## config.mk

```make
export PLATFORM = sky130hd
export DESIGN_NAME = grade_position_bang_bang
export DESIGN_NICKNAME = d
export VERILOG_FILES = /design/src/design/gpbb_pkg.sv /design/src/design/grade_position_bang_bang.sv
export SDC_FILE = /design/constraint.sdc
export NUM_CORES = 1
export LEC_CHECK = 0
export ABC_AREA = 1
export BUFFER_PORTS_ARGS = -buffer_cell sky130_fd_sc_hd__buf_4
export CAP_MARGIN = 15
export CORE_MARGIN = 8
export CORE_UTILIZATION = 57
export DETAILED_ROUTE_END_ITERATION = 8
export PLACE_DENSITY = 0.91
export SYNTH_ARGS = -nofsm -noshare
export SYNTH_HDL_FRONTEND = slang
export SYNTH_SLANG_ARGS = --single-unit
export TNS_END_PERCENT = 100
```

## constraint.sdc

```tcl
create_clock -name aclk -period 8 [get_ports aclk]
set_input_delay 0.8 -clock aclk [delete_from_list [all_inputs] [get_ports aclk]]
set_output_delay 0.8 -clock aclk [all_outputs]
set_load 0.005 [all_outputs]
```

## src/design/gpbb_pkg.sv

```systemverilog
// ----------------------------------------------------------------------------
// gpbb_pkg
// Types, codes and widths for the grade position bang-bang controller.
// ----------------------------------------------------------------------------
`timescale 1ns / 1ps

package gpbb_pkg;

    // Sensor sample bits actually used
    localparam int SAMPLE_BITS = 12;

    // Field and register widths
    localparam int FUNC_W   = 2;
    localparam int SAMPLE_W = 12;
    localparam int GRADE_W  = 7;
    localparam int STEP_W   = 11;
    localparam int HALF_W   = STEP_W - 1;
    localparam int PROD_W   = STEP_W + GRADE_W;
    localparam int CMP_W    = PROD_W + 1;
    localparam int CFG_W    = STEP_W;

    // Beat layout of the input stream
    localparam int IN_FUNC_LSB   = 0;
    localparam int IN_SAMPLE_LSB = IN_FUNC_LSB + FUNC_W;
    localparam int IN_GRADE_LSB  = IN_SAMPLE_LSB + SAMPLE_W;
    localparam int IN_DATA_W     = 24;

    // Beat layout of the result stream
    localparam int OUT_DATA_W = 16;

    // Reset values
    localparam logic [STEP_W-1:0]  STEP_RESET = STEP_W'(200);
    localparam logic [GRADE_W-1:0] MAX_RESET  = GRADE_W'(16);
    localparam logic [GRADE_W-1:0] GOAL_RESET = GRADE_W'(1);

    // Configuration register indexes
    localparam logic CFG_GRADE_STEP = 1'b0;
    localparam logic CFG_MAX_GRADE  = 1'b1;

    typedef enum logic [FUNC_W-1:0] {
        FUNC_POLL = 2'd0,
        FUNC_UP   = 2'd1,
        FUNC_DOWN = 2'd2,
        FUNC_SET  = 2'd3
    } func_t;

    typedef enum logic [1:0] {
        MOTION_NONE = 2'd0,
        MOTION_UP   = 2'd1,
        MOTION_DOWN = 2'd2
    } motion_t;

endpackage

```

## src/design/grade_position_bang_bang.sv

```systemverilog
// ----------------------------------------------------------------------------
// grade_position_bang_bang
// Bang-bang position controller for a two-relay actuator with a deadband.
// ----------------------------------------------------------------------------
// Takes one beat per clock while the result side is not stalled, and returns
// one result beat for each. The result beat passes through the input
// register, then the result register. While a result waits, the input
// register holds one more beat and s_tready drops. The grade, settled and
// motion state close their loop through an 11x7 multiply of grade step by
// goal grade and the threshold compares that follow it; that path sets the
// clock, not the throughput. Configuration writes go straight into the step
// and max registers and must only be issued while no beat is in flight.
`timescale 1ns / 1ps

module grade_position_bang_bang (
    input  logic                               aclk,
    input  logic                               aresetn,
    // Configuration write port
    input  logic                               cfg_we,
    input  logic                               cfg_index,
    input  logic [gpbb_pkg::CFG_W-1:0]         cfg_wdata,
    // Input stream
    input  logic                               s_tvalid,
    output logic                               s_tready,
    // tdata: func[1:0], sample[13:2], new_grade[20:14], zero[23:21]
    input  logic [gpbb_pkg::IN_DATA_W-1:0]     s_tdata,
    // Result stream
    output logic                               m_tvalid,
    input  logic                               m_tready,
    // tdata: raise_drive[0], lower_drive[1], motion[3:2], settled[4],
    //        target_grade[11:5], status[12], zero[15:13]
    output logic [gpbb_pkg::OUT_DATA_W-1:0]    m_tdata
);

    // Configuration
    logic [gpbb_pkg::STEP_W-1:0]      step_reg;
    logic [gpbb_pkg::GRADE_W-1:0]     max_reg;

    // Controller state
    logic [gpbb_pkg::GRADE_W-1:0]     goal_reg;
    logic [gpbb_pkg::GRADE_W-1:0]     goal_next;
    logic                             settled_reg;
    logic                             settled_next;
    gpbb_pkg::motion_t                mode_reg;
    gpbb_pkg::motion_t                mode_next;

    // Input register
    logic                             in_valid_reg;
    gpbb_pkg::func_t                  in_func_reg;
    logic [gpbb_pkg::SAMPLE_BITS-1:0] in_sample_reg;
    logic [gpbb_pkg::GRADE_W-1:0]     in_grade_reg;

    // Result register
    logic                             out_valid_reg;
    gpbb_pkg::motion_t                out_motion_reg;
    logic                             out_settled_reg;
    logic [gpbb_pkg::GRADE_W-1:0]     out_target_reg;
    logic                             out_status_reg;

    // Datapath
    logic                             out_free;
    logic                             advance;
    logic                             has_req;
    logic [gpbb_pkg::GRADE_W-1:0]     req_grade;
    logic                             req_ok;
    logic                             refused;
    logic                             do_poll;
    logic                             settled_base;
    logic [gpbb_pkg::PROD_W-1:0]      prod;
    logic [gpbb_pkg::PROD_W-1:0]      thr;
    logic [gpbb_pkg::HALF_W-1:0]      half;
    logic [gpbb_pkg::CMP_W-1:0]       now_ext;
    logic [gpbb_pkg::CMP_W-1:0]       thr_ext;
    logic [gpbb_pkg::CMP_W-1:0]       half_ext;

    // Handshake: result register frees when empty or taken
    assign out_free = !out_valid_reg || m_tready;
    assign advance  = in_valid_reg && out_free;
    assign s_tready = !in_valid_reg || out_free;

    // Configuration writes
    always_ff @(posedge aclk) begin
        if (!aresetn) begin
            step_reg <= gpbb_pkg::STEP_RESET;
            max_reg  <= gpbb_pkg::MAX_RESET;
        end else if (cfg_we) begin
            case (cfg_index)
                gpbb_pkg::CFG_GRADE_STEP: step_reg <= cfg_wdata[gpbb_pkg::STEP_W-1:0];
                gpbb_pkg::CFG_MAX_GRADE:  max_reg  <= cfg_wdata[gpbb_pkg::GRADE_W-1:0];
                default: begin
                end
            endcase
        end
    end

    // Input register: hold a beat until the result side takes it
    always_ff @(posedge aclk) begin
        if (!aresetn) begin
            in_valid_reg <= 1'b0;
        end else if (s_tready) begin
            in_valid_reg <= s_tvalid;
        end
    end

    always_ff @(posedge aclk) begin
        if (s_tvalid && s_tready) begin
            in_func_reg   <= gpbb_pkg::func_t'(
                s_tdata[gpbb_pkg::IN_FUNC_LSB +: gpbb_pkg::FUNC_W]);
            in_sample_reg <= s_tdata[gpbb_pkg::IN_SAMPLE_LSB +: gpbb_pkg::SAMPLE_BITS];
            in_grade_reg  <= s_tdata[gpbb_pkg::IN_GRADE_LSB +: gpbb_pkg::GRADE_W];
        end
    end

    // Decode the function into a grade request
    always_comb begin
        has_req   = 1'b0;
        req_grade = goal_reg;
        refused   = 1'b0;
        do_poll   = 1'b0;
        case (in_func_reg)
            gpbb_pkg::FUNC_POLL: begin
                do_poll = 1'b1;
            end
            gpbb_pkg::FUNC_UP: begin
                if (goal_reg < max_reg) begin
                    has_req   = 1'b1;
                    req_grade = goal_reg + gpbb_pkg::GRADE_W'(1);
                end else begin
                    refused = 1'b1;
                end
            end
            gpbb_pkg::FUNC_DOWN: begin
                if (goal_reg > gpbb_pkg::GRADE_W'(1)) begin
                    has_req   = 1'b1;
                    req_grade = goal_reg - gpbb_pkg::GRADE_W'(1);
                end else begin
                    refused = 1'b1;
                end
            end
            gpbb_pkg::FUNC_SET: begin
                has_req   = 1'b1;
                req_grade = in_grade_reg;
            end
            default: begin
            end
        endcase
    end

    // Accept the request only for an in-range, different grade
    assign req_ok = has_req && (req_grade != '0) && (req_grade <= max_reg)
                    && (req_grade != goal_reg);
    assign goal_next    = req_ok ? req_grade : goal_reg;
    assign settled_base = req_ok ? 1'b0 : settled_reg;

    // Threshold: step * goal - step / 2 (never negative since goal >= 1)
    assign half     = step_reg[gpbb_pkg::STEP_W-1:1];
    assign prod     = gpbb_pkg::PROD_W'(step_reg) * gpbb_pkg::PROD_W'(goal_next);
    assign thr      = prod - gpbb_pkg::PROD_W'(half);
    assign now_ext  = gpbb_pkg::CMP_W'(in_sample_reg);
    assign thr_ext  = gpbb_pkg::CMP_W'(thr);
    assign half_ext = gpbb_pkg::CMP_W'(half);

    // Poll or accepted request: start, stop or settle against the threshold
    always_comb begin
        mode_next    = mode_reg;
        settled_next = settled_base;
        if ((do_poll || req_ok) && !settled_base) begin
            case (mode_reg)
                gpbb_pkg::MOTION_NONE: begin
                    if (now_ext + half_ext < thr_ext) begin
                        mode_next = gpbb_pkg::MOTION_UP;
                    end else if (now_ext > thr_ext + half_ext) begin
                        mode_next = gpbb_pkg::MOTION_DOWN;
                    end else begin
                        settled_next = 1'b1;
                    end
                end
                gpbb_pkg::MOTION_UP: begin
                    if (now_ext >= thr_ext) begin
                        mode_next = gpbb_pkg::MOTION_NONE;
                    end
                end
                gpbb_pkg::MOTION_DOWN: begin
                    if (now_ext <= thr_ext) begin
                        mode_next = gpbb_pkg::MOTION_NONE;
                    end
                end
                default: begin
                end
            endcase
        end
    end

    // Advance controller state once per beat
    always_ff @(posedge aclk) begin
        if (!aresetn) begin
            goal_reg    <= gpbb_pkg::GOAL_RESET;
            settled_reg <= 1'b0;
            mode_reg    <= gpbb_pkg::MOTION_NONE;
        end else if (advance) begin
            goal_reg    <= goal_next;
            settled_reg <= settled_next;
            mode_reg    <= mode_next;
        end
    end

    // Result register
    always_ff @(posedge aclk) begin
        if (!aresetn) begin
            out_valid_reg <= 1'b0;
        end else if (out_free) begin
            out_valid_reg <= in_valid_reg;
        end
    end

    always_ff @(posedge aclk) begin
        if (advance) begin
            out_motion_reg  <= mode_next;
            out_settled_reg <= settled_next;
            out_target_reg  <= goal_next;
            out_status_reg  <= refused;
        end
    end

    // Pack the result beat
    assign m_tvalid = out_valid_reg;
    assign m_tdata  = {3'b000,
                       out_status_reg,
                       out_target_reg,
                       out_settled_reg,
                       out_motion_reg,
                       (out_motion_reg == gpbb_pkg::MOTION_DOWN),
                       (out_motion_reg == gpbb_pkg::MOTION_UP)};

endmodule

```

==> parameters.txt, run 1 <==
Parameter                              Value

Logic synthesis
  Post-synthesis instance area ... 8430 sq um
  Post-synthesis sequential element count ... 62
  Yosys warnings ... 0
  Count of mapped cells out of synthesis ... 1,156
  Count of distinct cell types in the synthesized netlist ... 46
  Sequential-to-total area share from yosys stat ... 18.5%
  Syn Area/Cell ... 7.29 sq um

Timing
  Worst-path endpoint after global-route repair_timing ... settled_reg$_SDFFE_PN0P_/D
  Worst End Pin Type ... register input

Status
  Stage where the flow stopped ... global routing
  Outcome ... stopped before the end
  First logged error message ... [ERROR GRT-0232] Routing congestion too high. Check the congestion heatmap in the GUI.

Clock tree
  Clock Sinks ... 62
  Clock Root Buffer ... sky130_fd_sc_hd__clkbuf_16
  Number of buffers added by the clock tree synthesis step ... 9
  CTS H-Tree Depth ... 3
  CTS Hold Bufs ... 0
  Clock Path Buffers ... 2

GRT
  Overall routing resource usage ... 62.6%
  Maximum number of pins on one net before global-route repair ... 22
  Grt total ovfl ... 11

Placed design
  Port Buf Inserts ... 52
  Cell area reported after detailed placement ... 10,100 sq um
  DP HPWL ... 20.8 mm
  Post-Place Setup Slack ... -936 ps
  Last weighted congestion value of the routability-driven placer ... 0.969

Floorplan
  I/O pin count ... 59
  Initial Utilization ... 58.2%
  Die Y ... 138 um
  Number of rows in the core area ... 44
  Floorplan die width ... 138 um
layer usage:
layer / overflow / global-route usage (%)
met4: 7 / 64.0
met5: 0 / 20.2
met2: 4 / 76.6
met3: 0 / 53.5
met1: 0 / 59.4
through the flow:
step           cells  util [%]
3_5_place_dp    1513      69.9
4_1_cts         1584      79.8
2_1_floorplan   1158         -
3_3_place_gp    1513      69.9
Yosys cell counts, drive strengths merged:
cell    number  area share [%]
clkbuf       6            0.27
o311ai       1            0.10
a21oi       77             4.9
ha         120              18
nand2      301              15
nand3       67             4.2
nand4       12            0.89
o211ai       6            0.53
xnor2        9            0.94
nor3         8            0.48
o221ai       1            0.10
o21ai       35             2.2
nor4         1           0.074
edfxtp      32              11
a21o         3            0.27
nand3b       5            0.45
a21boi       1           0.089
fa          56              13
conb         1           0.044
a211oi       1           0.089
and2         1           0.074
buf         16             1.6
nor3b        1           0.089
a31oi        1           0.074
inv        223              10
dfxtp       30             7.1
o21bai       5            0.45
clkinv       3            0.15
xor2        23             2.4
o21a         4            0.36
nor2       106             5.1
cells by family after synthesis:
| kind of cell | count (synthesis) | synth area share [%] |
|---|---|---|
| AOI/OAI and AO/OA | 135 | 9.12 |
| xor gates and xnor gates | 32 | 3.33 |
| adders and majority gates | 176 | 31.1 |
| buffers and inverters | 248 | 12.0 |
| DFF | 62 | 18.5 |
| other | 1 | 0.0445 |
| and+or+nand+nor | 502 | 25.8 |
repair_timing:
item,4_1_cts
setup buffers,55
setup endpoints to repair,6
pin swaps,80
endpoints found under the hold margin,0
gates resized for setup,162
==> inputs of run 2 (changes only) <==
--- a/config.mk
+++ b/config.mk
@@ -9,9 +9,9 @@
 export BUFFER_PORTS_ARGS = -buffer_cell sky130_fd_sc_hd__buf_4
 export CAP_MARGIN = 15
 export CORE_MARGIN = 8
-export CORE_UTILIZATION = 57
+export CORE_UTILIZATION = 40
 export DETAILED_ROUTE_END_ITERATION = 8
-export PLACE_DENSITY = 0.91
+export PLACE_DENSITY_LB_ADDON = 0.15
 export SYNTH_ARGS = -nofsm -noshare
 export SYNTH_HDL_FRONTEND = slang
 export SYNTH_SLANG_ARGS = --single-unit
==> constraint.sdc (replaced) <==
create_clock -name aclk -period 10.4 [get_ports aclk]
set_input_delay 1.04 -clock aclk [delete_from_list [all_inputs] [get_ports aclk]]
set_output_delay 1.04 -clock aclk [all_outputs]
set_load 0.005 [all_outputs]
==> run 2 against run 1 <==
The flow now finishes without violations; synthesized cell count unchanged; area after synthesis is the same.
==> parameters.txt, run 2 <==
Parameter                              Value

Clock tree
  Clock Path Buffers ... 2 (unchanged)
  Latest clock arrival within the worst-skew pair ... 340 ps
  CTS H-Tree Depth ... 3 (unchanged)
  Number of buffers added by the clock tree synthesis step ... 9 (unchanged)
  Clock Sinks ... 62 (unchanged)
  Post CTS Setup Buffer Count ... 0 (-100%)
  TritonCTS clock tree ... yes
  CTS clk-pin slew, worst paths ... 60 ps
  Clock Root Buffer ... sky130_fd_sc_hd__clkbuf_16

Worst setup path
  CP top delay family ... adder cells
  Biggest cell delay along the critical path ... 540 ps
  Maximum fanout count along the critical path ... 12
  WP buf/inv ... 8
  Count of cell instances traversed by the critical path ... 55
  Reg2reg end ... out_motion_reg[1]
  Endpoint kind of the worst setup timing path ... register
  Cell repeated most along the worst path ... sky130_fd_sc_hd__nand2_1
  Critical Path AT ... 9710 ps
  Critical setup path kind ... register to register
  Depth of the worst register-to-register path ... 55
  Launch instance of the worst register-to-register path ... goal_reg[6]
  Data required time of the worst path ... 10,490 ps
  Crit path max-delay cell type ... sky130_fd_sc_hd__fa_1
  Worst setup SP type ... register
  Worst reg-to-reg setup slack ... 780 ps

Route
  First-iteration detailed-routing DRC count ... 315
  Met3 routed wirelength ... 795 um
  Routed length per instance ... 14.4 um
  Wire length after detailed routing ... 21.3 mm
  Met1 wire length ... 10.9 mm
  Antenna-violating nets left ... 0
  DR pass1 iterations ... 5
  Final routed DRC violation total ... 0
  Via total after detailed routing ... 7,171
  Highest layer used for signal routing ... met4
  Average vias per placed instance ... 4.84
  Routed met2 length ... 9.40 mm

Timing
  Final Hold Viols ... 0
  Final critical delay including setup and external delays ... 9620 ps
  Worst max-slew margin expressed relative to the limit ... 39.9%
  Total count of max-transition violations in the final report ... 0
  Fmax achieved ... 104 MHz
  Maximum clock skew at final layout ... 7.71 ps
  Final setup fails ... 0
  RSZ-0062 raised after global routing ... false
  Pin slew with the least headroom to its limit ... 900 ps
  Aggregate negative setup slack ... 0 ps
  Part of the cycle the worst path needs ... 92.5%

Floorplan
  Die footprint ... 26,000 sq um
  Initial Utilization ... 40.5% (-18 points)
  Die Y ... 161 um (+17%)
  Number of rows in the core area ... 53 (+20%)
  CORE AREA ... 20,800 sq um
  I/O pin count ... 59 (unchanged)
  Floorplan die width ... 161 um (+17%)

Status
  Outcome ... finished, final reports clean

Logic synthesis
  Area fraction of the dominant cell type after synthesis ... 17.8% (unchanged)
  Number of flops mapped to enable cells by yosys ... 32 (unchanged)
  Sequential-to-total area share from yosys stat ... 18.5% (unchanged)
  Post-synthesis sequential element count ... 62 (unchanged)
  Dominant cell by count in the synthesized netlist ... sky130_fd_sc_hd__nand2_1
  Proportion of register bits with asynchronous set or reset after synthesis ... 0% (unchanged)
  Syn Area/Cell ... 7.29 sq um (unchanged)
  Cell types occupying the most area after synthesis ... sky130_fd_sc_hd__ha_1 (18%), sky130_fd_sc_hd__fa_1 (13%), sky130_fd_sc_hd__nand2_1 (12%), sky130_fd_sc_hd__edfxtp_1 (11%), sky130_fd_sc_hd__inv_1 (9.5%)
  Count of distinct cell types in the synthesized netlist ... 46 (unchanged)
  Yosys warnings ... 0 (unchanged)
  Post-synthesis instance area ... 8430 sq um (unchanged)
  Primary flip-flop cell chosen by synthesis mapping ... sky130_fd_sc_hd__edfxtp_1
  Library cell with the largest summed area after synthesis ... sky130_fd_sc_hd__ha_1
  Top cell types by occurrence after synthesis ... sky130_fd_sc_hd__nand2_1 (278), sky130_fd_sc_hd__inv_1 (214), sky130_fd_sc_hd__ha_1 (120)
  Count of mapped cells out of synthesis ... 1,156 (unchanged)

Finish
  Share of final-layout standard cells stronger than drive strength 1 ... 10.6%
  Most frequent cells in the layout ... sky130_fd_sc_hd__nand2_1 (278), sky130_fd_sc_hd__inv_1 (214), sky130_fd_sc_hd__ha_1 (120)
  Non-filler cells, final ... 1,482
  Syn-to-layout area delta ... 11.0%
  Number of flip-flops under the largest register name ... 12
  Diodes inserted ... 0
  Most common library cell in the layout ignoring fill and taps ... sky130_fd_sc_hd__nand2_1
  Fin nets ... 1,419
  Filler cell count in the final layout ... 2,176

GRT
  Vias in the first global route ... 7,112
  Number of antenna violations at the first check in global routing ... 0
  Grt total ovfl ... 0
  Maximum number of pins on one net before global-route repair ... 22
  First-pass GRT wire length ... 35.6 mm
  Overall routing resource usage ... 16.9%

Placed design
  Last weighted congestion value of the routability-driven placer ... 0.864 (-11%)
  Instance count after placement with tap cells included ... 1,466 (-3.1%)
  DP HPWL ... 17.9 mm (-14%)
  Port Buf Inserts ... 52 (unchanged)

Min path
  Hold/Removal Path Class ... register to register
  Hold path depth ... 2
  Capture endpoint of the worst hold path ... max_reg[3]
  Origin of the worst min-delay path ... max_reg[3]

Job
  Number of maximum-capacitance violations ... 0
==> run 2: cell counts after synthesis <==
Identical to the previous run, type by type.
==> run 2: how the worst max path moves through the flow <==
stage | from | to
floorplan | goal_reg[4] | out_settled_reg
global placement | goal_reg[5] | out_settled_reg
detailed placement | goal_reg[5] | out_motion_reg[1]
CTS | goal_reg[5] | out_motion_reg[1]
global route | goal_reg[6] | mode_reg[1]
finish | goal_reg[6] | out_motion_reg[1]
==> run 2: metal layers <==
| layer | global-route usage [%] | up-vias |
|---|---|---|
| li1 | - | 3734 |
| met1 | 24.0 | 3309 |
| met2 | 26.3 | 113 |
| met3 | 2.77 | 15 |
| met4 | 3.75 | 0 |
| met5 | 0 | - |
==> run 2: worst min-delay path, cell delays in order, from the launching register on <==
cell and delay (ps):
sky130_fd_sc_hd__dfxtp_1 290, sky130_fd_sc_hd__inv_1 90, sky130_fd_sc_hd__a21oi_1 70
==> run 2: area by class of cell <==
class	count	area (sq um)	share of cell area [%]
Multi-Input combinational cell	848	5870	62.7
Sequential cell	62	1560	16.7
Inverter	226	852	9.11
Timing Repair Buffer	55	413	4.41
Tap cell	275	344	3.68
Clock buffer	9	225	2.41
Clock inverter	7	88.8	0.950
==> run 2: per-stage QoR <==
stage	cell area, sq um	setup slack [ps]	hold WS (ps)	utilization (%)
final	9360	777	496	44.9
after global routing	9360	3.22	539	44.9
after CTS	9350	744	508	44.9
after detailed placement	9030	783	500	43.4
after global placement	9030	857	493	43.4
after floorplan	8440	2220	461	-
==> run 2: cell families after synthesis <==
kind of cell / after synthesis / share of synthesized area (%)
fa+ha+maj: 176 / 31.1
other cells: 1 / 0.0445
compound gates: 135 / 9.12
flops: 62 / 18.5
xor+xnor: 32 / 3.33
simple gates: 502 / 25.8
buf+inv: 248 / 12.0
==> run 2: repair_timing <==
| action | in CTS | in global routing |
|---|---|---|
| hold buffers | 0 | 0 |
| resized for setup | 0 | 4 |
| endpoints found under the setup margin | 0 | 4 |
Power of run 2 is left out: the tool's default activity adds up to more than one toggle a clock period on the data nets, which glitch-free logic cannot reach.
